--- config.mk ---
export PLATFORM = sky130hd
export DESIGN_NAME = door_toggle_with_servo_slew
export DESIGN_NICKNAME = d
export VERILOG_FILES = /design/src/dtws_pkg.sv /design/src/door_toggle_with_servo_slew.sv /design/src/dtws_cfg.sv /design/src/dtws_core.sv
export SDC_FILE = /design/constraint.sdc
export NUM_CORES = 1
export LEC_CHECK = 0
export BUFFER_PORTS_ARGS = -buffer_cell sky130_fd_sc_hd__buf_2
export CAP_MARGIN = 20
export CORE_ASPECT_RATIO = 0.9
export CORE_MARGIN = 3
export CORE_UTILIZATION = 61
export CTS_BUF_LIST = sky130_fd_sc_hd__clkbuf_4
export DETAILED_ROUTE_END_ITERATION = 10
export PLACE_DENSITY_LB_ADDON = 0.12
export RECOVER_POWER = 25
export REMOVE_ABC_BUFFERS = 1
export SYNTH_ARGS = -nofsm -noshare
export SYNTH_HDL_FRONTEND = slang
export SYNTH_SLANG_ARGS = --single-unit
export TNS_END_PERCENT = 100
--- constraint.sdc ---
create_clock -name clk_i -period 8.45 [get_ports clk_i]
set_clock_uncertainty 0.05 [all_clocks]
set_input_delay 1.69 -clock clk_i [delete_from_list [all_inputs] [get_ports clk_i]]
set_output_delay 1.69 -clock clk_i [all_outputs]
set_load 0.005 [all_outputs]
--- src/dtws_pkg.sv ---
`timescale 1ns / 1ps

package dtws_pkg;

  localparam int unsigned TimerWidthDef = 16;

  localparam int unsigned TickW  = 15;
  localparam int unsigned AngleW = 8;
  localparam int unsigned CfgIdxW = 3;

  typedef enum logic [1:0] {
    CMD_POLL  = 2'd0,
    CMD_OPEN  = 2'd1,
    CMD_CLOSE = 2'd2
  } cmd_e;

  localparam logic [CfgIdxW-1:0] CFG_DEBOUNCE = 3'd0;
  localparam logic [CfgIdxW-1:0] CFG_COOLDOWN = 3'd1;
  localparam logic [CfgIdxW-1:0] CFG_STEP     = 3'd2;
  localparam logic [CfgIdxW-1:0] CFG_OPEN_ANG = 3'd3;
  localparam logic [CfgIdxW-1:0] CFG_CLOS_ANG = 3'd4;

  localparam logic [TickW-1:0]  DebounceRst  = 15'd300;
  localparam logic [TickW-1:0]  CooldownRst  = 15'd3000;
  localparam logic [TickW-1:0]  StepRst      = 15'd15;
  localparam logic [AngleW-1:0] OpenAngRst   = 8'd170;
  localparam logic [AngleW-1:0] ClosAngRst   = 8'd55;
  localparam logic [AngleW-1:0] AngleRst     = 8'd60;

  typedef struct packed {
    logic [TickW-1:0]  debounce_ticks;
    logic [TickW-1:0]  cooldown_ticks;
    logic [TickW-1:0]  step_ticks;
    logic [AngleW-1:0] open_angle;
    logic [AngleW-1:0] closed_angle;
  } cfg_t;

  typedef struct packed {
    logic [AngleW-1:0] servo_angle;
    logic              door_open;
    logic              state_changed;
  } result_t;

endpackage

--- src/door_toggle_with_servo_slew.sv ---
`timescale 1ns / 1ps

// Door toggle controller with one-degree servo slew. Each command beat is
// registered, evaluated combinationally against the door state, and its result
// beat lands in an output register, so one beat per cycle is sustained while
// the result side takes beats; an accepted beat passes the input register and
// then the result register, and can wait in the input register while the result
// side stalls. Input ready follows output ready through the single result
// register; no stall occurs while the result side keeps taking beats. The since_*
// tick counters are TimerWidth bits wide and saturate. Write configuration only while no beat is in flight.
module door_toggle_with_servo_slew #(
  parameter int unsigned TimerWidth = dtws_pkg::TimerWidthDef
) (
  input  logic                          clk_i,
  input  logic                          rst_ni,
  input  logic                          in_valid_i,
  output logic                          in_ready_o,
  input  logic [1:0]                    command_i,
  input  logic                          button_level_i,
  input  logic                          card_seen_i,
  output logic                          out_valid_o,
  input  logic                          out_ready_i,
  output logic [dtws_pkg::AngleW-1:0]   servo_angle_o,
  output logic                          door_open_o,
  output logic                          state_changed_o,
  input  logic                          cfg_we_i,
  input  logic [dtws_pkg::CfgIdxW-1:0]  cfg_idx_i,
  input  logic [dtws_pkg::TickW-1:0]    cfg_wdata_i
);

  dtws_pkg::cfg_t    cfg;
  dtws_pkg::result_t res, res_q;

  logic       in_vld_q, out_vld_q, adv;
  logic [1:0] cmd_q;
  logic       level_q, card_q;

  assign adv        = in_vld_q && (!out_vld_q || out_ready_i);
  assign in_ready_o = !in_vld_q || adv;

  always_ff @(posedge clk_i or negedge rst_ni) begin
    if (!rst_ni) begin
      in_vld_q  <= 1'b0;
      out_vld_q <= 1'b0;
    end else begin
      if (in_ready_o) begin
        in_vld_q <= in_valid_i;
      end
      if (adv) begin
        out_vld_q <= 1'b1;
      end else if (out_ready_i) begin
        out_vld_q <= 1'b0;
      end
    end
  end

  always_ff @(posedge clk_i) begin
    if (in_ready_o && in_valid_i) begin
      cmd_q   <= command_i;
      level_q <= button_level_i;
      card_q  <= card_seen_i;
    end
    if (adv) begin
      res_q <= res;
    end
  end

  dtws_cfg u_cfg (
    .clk_i       (clk_i),
    .rst_ni      (rst_ni),
    .cfg_we_i    (cfg_we_i),
    .cfg_idx_i   (cfg_idx_i),
    .cfg_wdata_i (cfg_wdata_i),
    .cfg_o       (cfg)
  );

  dtws_core #(
    .TimerWidth (TimerWidth)
  ) u_core (
    .clk_i          (clk_i),
    .rst_ni         (rst_ni),
    .adv_i          (adv),
    .command_i      (cmd_q),
    .button_level_i (level_q),
    .card_seen_i    (card_q),
    .cfg_i          (cfg),
    .res_o          (res)
  );

  assign out_valid_o     = out_vld_q;
  assign servo_angle_o   = res_q.servo_angle;
  assign door_open_o     = res_q.door_open;
  assign state_changed_o = res_q.state_changed;

endmodule

--- src/dtws_cfg.sv ---
`timescale 1ns / 1ps

module dtws_cfg (
  input  logic                          clk_i,
  input  logic                          rst_ni,
  input  logic                          cfg_we_i,
  input  logic [dtws_pkg::CfgIdxW-1:0]  cfg_idx_i,
  input  logic [dtws_pkg::TickW-1:0]    cfg_wdata_i,
  output dtws_pkg::cfg_t                cfg_o
);

  dtws_pkg::cfg_t cfg_q, cfg_d;

  always_comb begin
    cfg_d = cfg_q;
    if (cfg_we_i) begin
      case (cfg_idx_i)
        dtws_pkg::CFG_DEBOUNCE: cfg_d.debounce_ticks = cfg_wdata_i;
        dtws_pkg::CFG_COOLDOWN: cfg_d.cooldown_ticks = cfg_wdata_i;
        dtws_pkg::CFG_STEP:     cfg_d.step_ticks     = cfg_wdata_i;
        dtws_pkg::CFG_OPEN_ANG: cfg_d.open_angle     = cfg_wdata_i[dtws_pkg::AngleW-1:0];
        dtws_pkg::CFG_CLOS_ANG: cfg_d.closed_angle   = cfg_wdata_i[dtws_pkg::AngleW-1:0];
        default: ;
      endcase
    end
  end

  always_ff @(posedge clk_i or negedge rst_ni) begin
    if (!rst_ni) begin
      cfg_q.debounce_ticks <= dtws_pkg::DebounceRst;
      cfg_q.cooldown_ticks <= dtws_pkg::CooldownRst;
      cfg_q.step_ticks     <= dtws_pkg::StepRst;
      cfg_q.open_angle     <= dtws_pkg::OpenAngRst;
      cfg_q.closed_angle   <= dtws_pkg::ClosAngRst;
    end else begin
      cfg_q <= cfg_d;
    end
  end

  assign cfg_o = cfg_q;

endmodule

--- src/dtws_core.sv ---
`timescale 1ns / 1ps

module dtws_core #(
  parameter int unsigned TimerWidth = dtws_pkg::TimerWidthDef
) (
  input  logic                 clk_i,
  input  logic                 rst_ni,
  input  logic                 adv_i,
  input  logic [1:0]           command_i,
  input  logic                 button_level_i,
  input  logic                 card_seen_i,
  input  dtws_pkg::cfg_t       cfg_i,
  output dtws_pkg::result_t    res_o
);

  localparam int unsigned CmpW = (TimerWidth > dtws_pkg::TickW) ? TimerWidth : dtws_pkg::TickW;

  logic [dtws_pkg::AngleW-1:0] angle_now_q, angle_now_d;
  logic [dtws_pkg::AngleW-1:0] angle_goal_q, angle_goal_d;
  logic                        open_q, open_d;
  logic                        prev_btn_q, prev_btn_d;
  logic [TimerWidth-1:0]       since_step_q, since_step_d;
  logic [TimerWidth-1:0]       since_press_q, since_press_d;
  logic [TimerWidth-1:0]       since_act_q, since_act_d;

  logic [TimerWidth-1:0] step_inc, press_inc, act_inc;
  logic                  step_hit, press_ok, toggle, changed;

  assign step_inc  = (&since_step_q)  ? since_step_q  : since_step_q  + 1'b1;
  assign press_inc = (&since_press_q) ? since_press_q : since_press_q + 1'b1;
  assign act_inc   = (&since_act_q)   ? since_act_q   : since_act_q   + 1'b1;

  assign step_hit = CmpW'(step_inc) >= CmpW'(cfg_i.step_ticks);
  assign press_ok = !button_level_i && prev_btn_q
                    && (CmpW'(press_inc) > CmpW'(cfg_i.debounce_ticks));
  assign toggle   = (press_ok || card_seen_i)
                    && (CmpW'(act_inc) >= CmpW'(cfg_i.cooldown_ticks));

  always_comb begin
    angle_now_d   = angle_now_q;
    angle_goal_d  = angle_goal_q;
    open_d        = open_q;
    prev_btn_d    = prev_btn_q;
    since_step_d  = since_step_q;
    since_press_d = since_press_q;
    since_act_d   = since_act_q;
    changed       = 1'b0;
    case (dtws_pkg::cmd_e'(command_i))
      dtws_pkg::CMD_POLL: begin
        since_step_d  = step_hit ? '0 : step_inc;
        since_press_d = press_ok ? '0 : press_inc;
        since_act_d   = act_inc;
        prev_btn_d    = button_level_i;
        if (step_hit) begin
          if (angle_now_q < angle_goal_q) begin
            angle_now_d = angle_now_q + 1'b1;
          end else if (angle_now_q > angle_goal_q) begin
            angle_now_d = angle_now_q - 1'b1;
          end
        end
        if (toggle) begin
          open_d       = !open_q;
          angle_goal_d = open_q ? cfg_i.closed_angle : cfg_i.open_angle;
          since_act_d  = '0;
          changed      = 1'b1;
        end
      end
      dtws_pkg::CMD_OPEN: begin
        open_d       = 1'b1;
        angle_goal_d = cfg_i.open_angle;
        since_act_d  = '0;
      end
      dtws_pkg::CMD_CLOSE: begin
        open_d       = 1'b0;
        angle_goal_d = cfg_i.closed_angle;
        since_act_d  = '0;
      end
      default: ;
    endcase
  end

  always_ff @(posedge clk_i or negedge rst_ni) begin
    if (!rst_ni) begin
      angle_now_q   <= dtws_pkg::AngleRst;
      angle_goal_q  <= dtws_pkg::AngleRst;
      open_q        <= 1'b0;
      prev_btn_q    <= 1'b1;
      since_step_q  <= '0;
      since_press_q <= '0;
      since_act_q   <= '0;
    end else if (adv_i) begin
      angle_now_q   <= angle_now_d;
      angle_goal_q  <= angle_goal_d;
      open_q        <= open_d;
      prev_btn_q    <= prev_btn_d;
      since_step_q  <= since_step_d;
      since_press_q <= since_press_d;
      since_act_q   <= since_act_d;
    end
  end

  assign res_o.servo_angle   = angle_now_d;
  assign res_o.door_open     = open_d;
  assign res_o.state_changed = changed;

endmodule
# Word level (Yosys, flattened, before mapping)
# Index checks and enable logic that the tools add are counted.
totals:
  output_inout_bits: 12
  word_cells: 85
  in_bits: 27
  ff_bits: 143
classes:
  reduce_logical: 29
  eq_ne: 7
  mux: 19
  n_lt_le_gt_ge: 5
  addsub: 5
op_table:
  columns: ["cell", "n"]
  rows:
  - ["2-to-1 mux 16 bit", 6]
  - ["adder 16 x 1 -> 16 bit, second input constant", 3]
  - ["2-to-1 mux 8 bit", 6]
  - ["AND reduction 16 bit", 3]
  - [">= comparator 16 x 15 -> 1 bit", 2]
  - ["one-hot mux 16 bit (2 select lines)", 1]
  - ["one-hot mux 8 bit (3 select lines)", 1]
  - ["> comparator 16 x 15 -> 1 bit", 1]
  - ["AND reduction 2 bit", 7]
  - ["adder 8 x 1 -> 8 bit, second input constant", 1]
  - ["> comparator 8 bit", 1]
  - ["less-than comparator 8 bit", 1]
  - ["subtractor 8 x 1 -> 8 bit, second input constant", 1]
  - ["== test 3 x 2 -> 1 bit, second input constant", 2]
  - ["logical AND 1 bit", 5]
  - ["logical NOT 1 bit", 4]
  - ["2-to-1 mux 1 bit", 4]
  - ["nonzero test 2 bit", 2]
  - ["== test 3 x 1 -> 1 bit, second input constant", 1]
  - ["== test 3 bit, second input constant", 1]
  - ["logical NOT 3 bit", 1]
  - ["logical OR 1 bit", 3]
  - ["one-hot mux 1 bit (3 select lines)", 1]
  - ["AND reduction 3 bit", 1]
  - ["other kinds (6)", 6]

# Logic depth before layout (Yosys ltp)
depth:
  word_depth: 8
  depth_mapped: 19
  mapped_depth_nobuf: 15

# Modules after synthesis
# Synthesis repeated with hierarchy kept, for this count alone.
hier_totals:
  cells_unflattened: 909
  hier_area_um2: 9127.5
by_module_without_submodules:
  columns: ["module", "seq_area_each_um2", "cells_per_inst", "instances", "area_per_inst_um2"]
  rows:
  - ["dtws_core", 1662.8, 754, 1, 6130.9]
  - ["dtws_cfg", 1556.5, 133, 1, 2472.4]
  - ["door_toggle_with_servo_slew", 470.5, 22, 1, 524.3]

# Least setup slack after synthesis
# No wires, ideal clock.
synth_timing:
  path_kind: "register to register"
  startpoint: "register u_core.since_step_q[0]"
  endpoint: "register res_q (netlist bit servo_angle_o[1]), data pin"
  setup_time_ps: 270
  arrival_time_ps: 3589
  path_slack_ps: 4541
  path_buffers: 4
  synth_period_minus_slack_ps: 3909
  stages_incl_launch_ff: 20
  t_required_ps: 8130
  cell_sequence: "dfrtp_1 > ha_1 > and2_1 > nand4_1 > or2_2 > clkbuf_1 > nand2b_1 > buf_2 > nor2_1 > xor2_1 > ha_1 > a211oi_1 > o21bai_1 > a2111oi_0 > nor2_1 > or2_1 > clkbuf_1 > buf_2 > a31oi_1 > o211ai_1"
synth_lines:
  columns: ["element", "line", "source"]
  rows:
  - ["start, declared", "dtws_core.sv:22", "logic [TimerWidth-1:0] since_step_q, since_step_d;"]
  - ["start signal, assigned", "dtws_core.sv:96", "since_step_q <= since_step_d;"]
  - ["end signal, assigned", "door_toggle_with_servo_slew.sv:64", "res_q <= res;"]
  - ["end, declared", "door_toggle_with_servo_slew.sv:32", "dtws_pkg::result_t res, res_q;"]

# Final worst setup path
layout_timing:
  startpoint: "register u_core.since_press_q[3]"
  endpoint: "register u_core.angle_goal_q[0] (netlist bit)"
layout_between:
  elab_chain_len: 8
  word_cells_on_any_way: 9
  cone_classes: "add/sub (1); order compare (1); eq/ne (1); mux (1); reduce/logical (5)"
layout_rtl:
  columns: ["element", "line", "source"]
  rows:
  - ["start, declared", "dtws_core.sv:23", "logic [TimerWidth-1:0] since_press_q, since_press_d;"]
  - ["start signal, assigned", "dtws_core.sv:97", "since_press_q <= since_press_d;"]
  - ["adder 16 x 1 -> 16 bit or AND reduction 16 bit (tied branches)", "dtws_core.sv:30", "assign press_inc = (&since_press_q) ? since_press_q : since_press_q + 1'b1;"]
  - ["2-to-1 mux 16 bit (*)", "dtws_core.sv:30", null]
  - ["> comparator 16 x 15 -> 1 bit (*)", "dtws_core.sv:35", "&& (CmpW'(press_inc) > CmpW'(cfg_i.debounce_ticks));"]
  - ["logical AND 1 bit (*)", "dtws_core.sv:35", null]
  - ["logical OR 1 bit (*)", "dtws_core.sv:36", "assign toggle = (press_ok || card_seen_i)"]
  - ["logical AND 1 bit (*)", "dtws_core.sv:37", "&& (CmpW'(act_inc) >= CmpW'(cfg_i.cooldown_ticks));"]
  - ["inequality test 2 x 1 -> 1 bit (no line) (*)", null, null]
  - ["AND reduction 3 bit (no line) (*)", null, null]
  - ["end signal, assigned", "dtws_core.sv:85", "angle_goal_q <= dtws_pkg::AngleRst;"]
  - ["end signal, assigned", "dtws_core.sv:93", "angle_goal_q <= angle_goal_d;"]
  - ["end, declared", "dtws_core.sv:19", "logic [dtws_pkg::AngleW-1:0] angle_goal_q, angle_goal_d;"]
# Mark *: on every way between the ends. The rest lies on a longest branch, timed or not.
# A chain may end at the register's enable or synchronous reset.

==> impl_metrics.py <==
metrics = {
    "worst_setup_path": {
        "rrSetupSlack_ns": 3.72,
        "rr_worst_depth": 14,
        "required_ns": 8.82,
        "crit_path_max_incr_delay_ns": 0.80,
        "crit_family": "compound AO/OA/AOI/OAI gates",
        "cp.depth": 14,
        "crit_path_cell_trace": "nand3_1 -> nor4_1 -> nand3_1 -> nand2b_1 -> nor2_1 -> xor2_1 -> ha_1 -> a21oi_1 -> o21ai_0 -> o311a_1 -> o21a_1 -> o32ai_4 -> o21ai_4 -> mux2_4",
        "crit_path_frequent_cell": "nand3_1",
        "critPathLaunchType": "flop",
        "crit_arrival_ns": 5.10,
        "startpoint": "u_core.since_press_q[3]",
        "r2r-end": "u_core.angle_goal_q[0]",
        "crit_type": "flop to flop",
        "crit_path_end_kind": "flop",
        "worst_path_max_delay_cell": "o32ai_4",
        "crit_path_end": "u_core.angle_goal_q[0]",
        "worst-path-max-fanout": 18,
        "r2r_start": "u_core.since_press_q[3]",
        "worst-path-buf-inv": 0,
    },
    "outcome": {
        "status": "complete, but fails checks",
        "violations": "capacitance limit, slew limit",
    },
    "placed_design": {
        "gp_congestion": 0.940,
        "io_buffer_count": 38,
        "hpwlAfterDp_um": 13900,
    },
    "route": {
        "wl_per_cell_um": 17.4,
        "viasPerCell": 6.01,
        "drtAntennaViolNets": 0,
        "vias": 6660,
        "dr.first_iter.drc_count": 509,
        "first_pass_iters": 5,
        "drc": 0,
        "drt-total-wl_um": 19300,
    },
    "clocking": {
        "path_clk_slew_ns": 0.13,
        "cts.sinks": 143,
        "cts_resized": 0,
        "clk_latency_ns": 0.54,
        "clk_path_buf_depth": 2,
        "cts_tree": "yes",
        "postCtsSetupBuffers": 0,
        "postCtsHoldBufs": 0,
        "ctsRootBufferMaster": "clkbuf_4",
        "cts_made_buffers": 17,
        "htreeDepth": 4,
    },
    "power": {
        "leakage_nw": 4.05,
        "internal-power_mw": 1.29,
        "p_per_area_mw_per_mm2": 214,
        "switching_power_mw": 0.656,
        "switching_share_pct": 33.8,
        "power_frac_comb_pct": 28.5,
        "p_clk_share_pct": 23.2,
        "seqPwrFrac_pct": 48.3,
        "peakVddDrop_mv": 0.151,
    },
    "run": {
        "drv_cap": 1,
    },
    "timing": {
        "maxSlewViolCount": 52,
        "timing.final.crit_share_pct": 55.9,
        "max-slew-margin-rel_pct": -94.5,
        "final-setup-viol-count": 0,
        "rsz0062_at_grt": "false",
        "max_freq_mhz": 212,
        "worstMarginPinSlew_ns": 2.92,
        "whs_ns": 0.415,
        "finalCriticalPeriod_ns": 4.73,
        "setup_tns_ns": 0,
        "finalHoldViolCount": 0,
    },
    "cells_and_area": {
        "mostFrequentLayoutCell": "nand2_1",
        "n_fill_cell": 1082,
        "antenna_cells": 0,
        "drive_above_1_share_pct": 16.5,
        "layout.nets": 1017,
        "final_cell_mix": "nand2_1 (119), dfrtp_1 (96), o21ai_0 (77)",
        "syn_to_final_growth_pct": 6.63,
    },
    "synthesis": {
        "ys_ff_latch": 143,
        "syn_inst": 905,
        "synth_seq_area_share_pct": 43.3,
        "async_reset_ff_share_pct": 90.2,
        "yosys_most_used_dff": "dfrtp_1",
        "syn_area_sq_mm": 0.00853,
        "postSynthAreaPerCell_sq_um": 9.42,
        "synth_cell_types": 67,
        "synth_edf_count": 14,
        "yosysWarningCount": 0,
    },
    "grt": {
        "grt_use_total_pct": 26.2,
        "grt_pass1_wl_um": 32500,
        "antenna_found_initial": 0,
        "grt_pass1_vias": 6448,
        "grt_overflow": 0,
        "grt_max_degree": 80,
    },
    "floorplanning": {
        "placementRows": 40,
        "die-area_sq_mm": 0.0154,
        "die_h_um": 118,
        "io_pins": 39,
        "start_util_pct": 63.1,
        "die_x_um": 131,
        "core_sq_mm": 0.0135,
    },
    "worst_hold_path": {
        "hold_path.class": "flop to flop",
    },
}
==> synth_stat cells (all sizes together), types with 19 or more instances <==
| master | n | area share (%) |
|---|---|---|
| dfstp | 33 | 10 |
| nand3 | 46 | 2.8 |
| inv | 64 | 2.8 |
| dfrtp | 96 | 28 |
| nand2 | 119 | 5.2 |
| xnor2 | 34 | 3.5 |
| nor2 | 45 | 2.0 |
| ha | 62 | 9.1 |
| clkbuf | 33 | 1.5 |
| nor2b | 20 | 1.5 |
| o21ai | 78 | 4.7 |
| a21oi | 32 | 1.9 |
| nand4 | 19 | 1.4 |
| mux2 | 31 | 4.2 |
==> per-stage QoR <==
stage               std cells  power, mW  utilization [%]  area (sq um)  setup WS [ns]
floorplan                 864       1.33                -          8360           4.51
global placement         1076       1.46             65.2          8810           4.08
detailed placement       1076       1.49             65.2          8810           3.87
CTS                      1108       1.95             67.3          9100           3.81
global route             1109       2.09             67.3          9090           3.42
finish                   1109       1.94             67.3          9090           3.72
==> routing by layer <==
metal | up-vias | GRT usage (%) | part of all wire (%)
li1 | 3243 | - | -
met1 | 3251 | 38.1 | 47
met2 | 140 | 40.8 | 48
met3 | 26 | 5.20 | 3.4
met4 | 0 | 5.98 | 1.6
met5 | - | 0 | 0
==> registers in the layout (all words and copies together) (netlist names) <==
name and flops:
u_core.prev_btn_q 1, door_open_o 1, out_valid_o 1, u_core.since_step_q 16
cmd_q 2, u_core.open_q 1, state_changed_o 1, u_core.since_act_q 16
u_core.angle_now_q 8, card_q 1, u_core.angle_goal_q 8, servo_angle_o 8
level_q 1, in_vld_q 1, u_cfg.cfg_o 61, u_core.since_press_q 16
==> cell families after synthesis <==
kind of cell / after synthesis / share of synthesized area, %
and+or+nand+nor: 319 / 18.2
AOI/OAI and AO/OA: 190 / 14.6
muxes: 42 / 5.47
buffers and inverters: 105 / 4.86
xor gates and xnor gates: 44 / 4.52
adders and majority gates: 62 / 9.09
DFF: 143 / 43.3
==> worst min-delay path by stage <==
stage	from	endpoint	slack (ns)	cells after the start
6_report	level_q	u_core.prev_btn_q	0.42	2
2_1_floorplan	level_q	u_core.prev_btn_q	0.38	2
3_3_place_gp	level_q	u_core.prev_btn_q	0.40	2
3_5_place_dp	level_q	u_core.prev_btn_q	0.40	2
4_1_cts	level_q	u_core.prev_btn_q	0.42	2
5_1_grt	level_q	u_core.prev_btn_q	0.46	2
==> power by group through the flow <==
stage                     clock network [mW]  logic [mW]  registers [mW]
after floorplan                            0       0.398           0.928
after global placement                     0       0.514           0.943
after detailed placement                   0       0.543           0.950
after CTS                              0.460       0.551           0.937
after global routing                   0.493       0.636           0.957
final                                  0.452       0.553           0.939
==> tightest hold or removal path: cells and delay by family, from the launching register on <==
kind             cells  cell delay [ns]
DFF                  1             0.36
and+or+nand+nor      2             0.10
==> cell type report <==
cell class | count | area, sq um | area share (%)
clock buffers | 19 | 143 | 1.57
flip-flops and latches | 143 | 3690 | 40.6
clock inverters | 13 | 145 | 1.60
well taps | 168 | 210 | 2.31
inverters | 64 | 240 | 2.64
multi-input cells | 657 | 4430 | 48.7
repair buffers | 45 | 236 | 2.60
No activity file was read; power rests on OpenSTA's default activity.
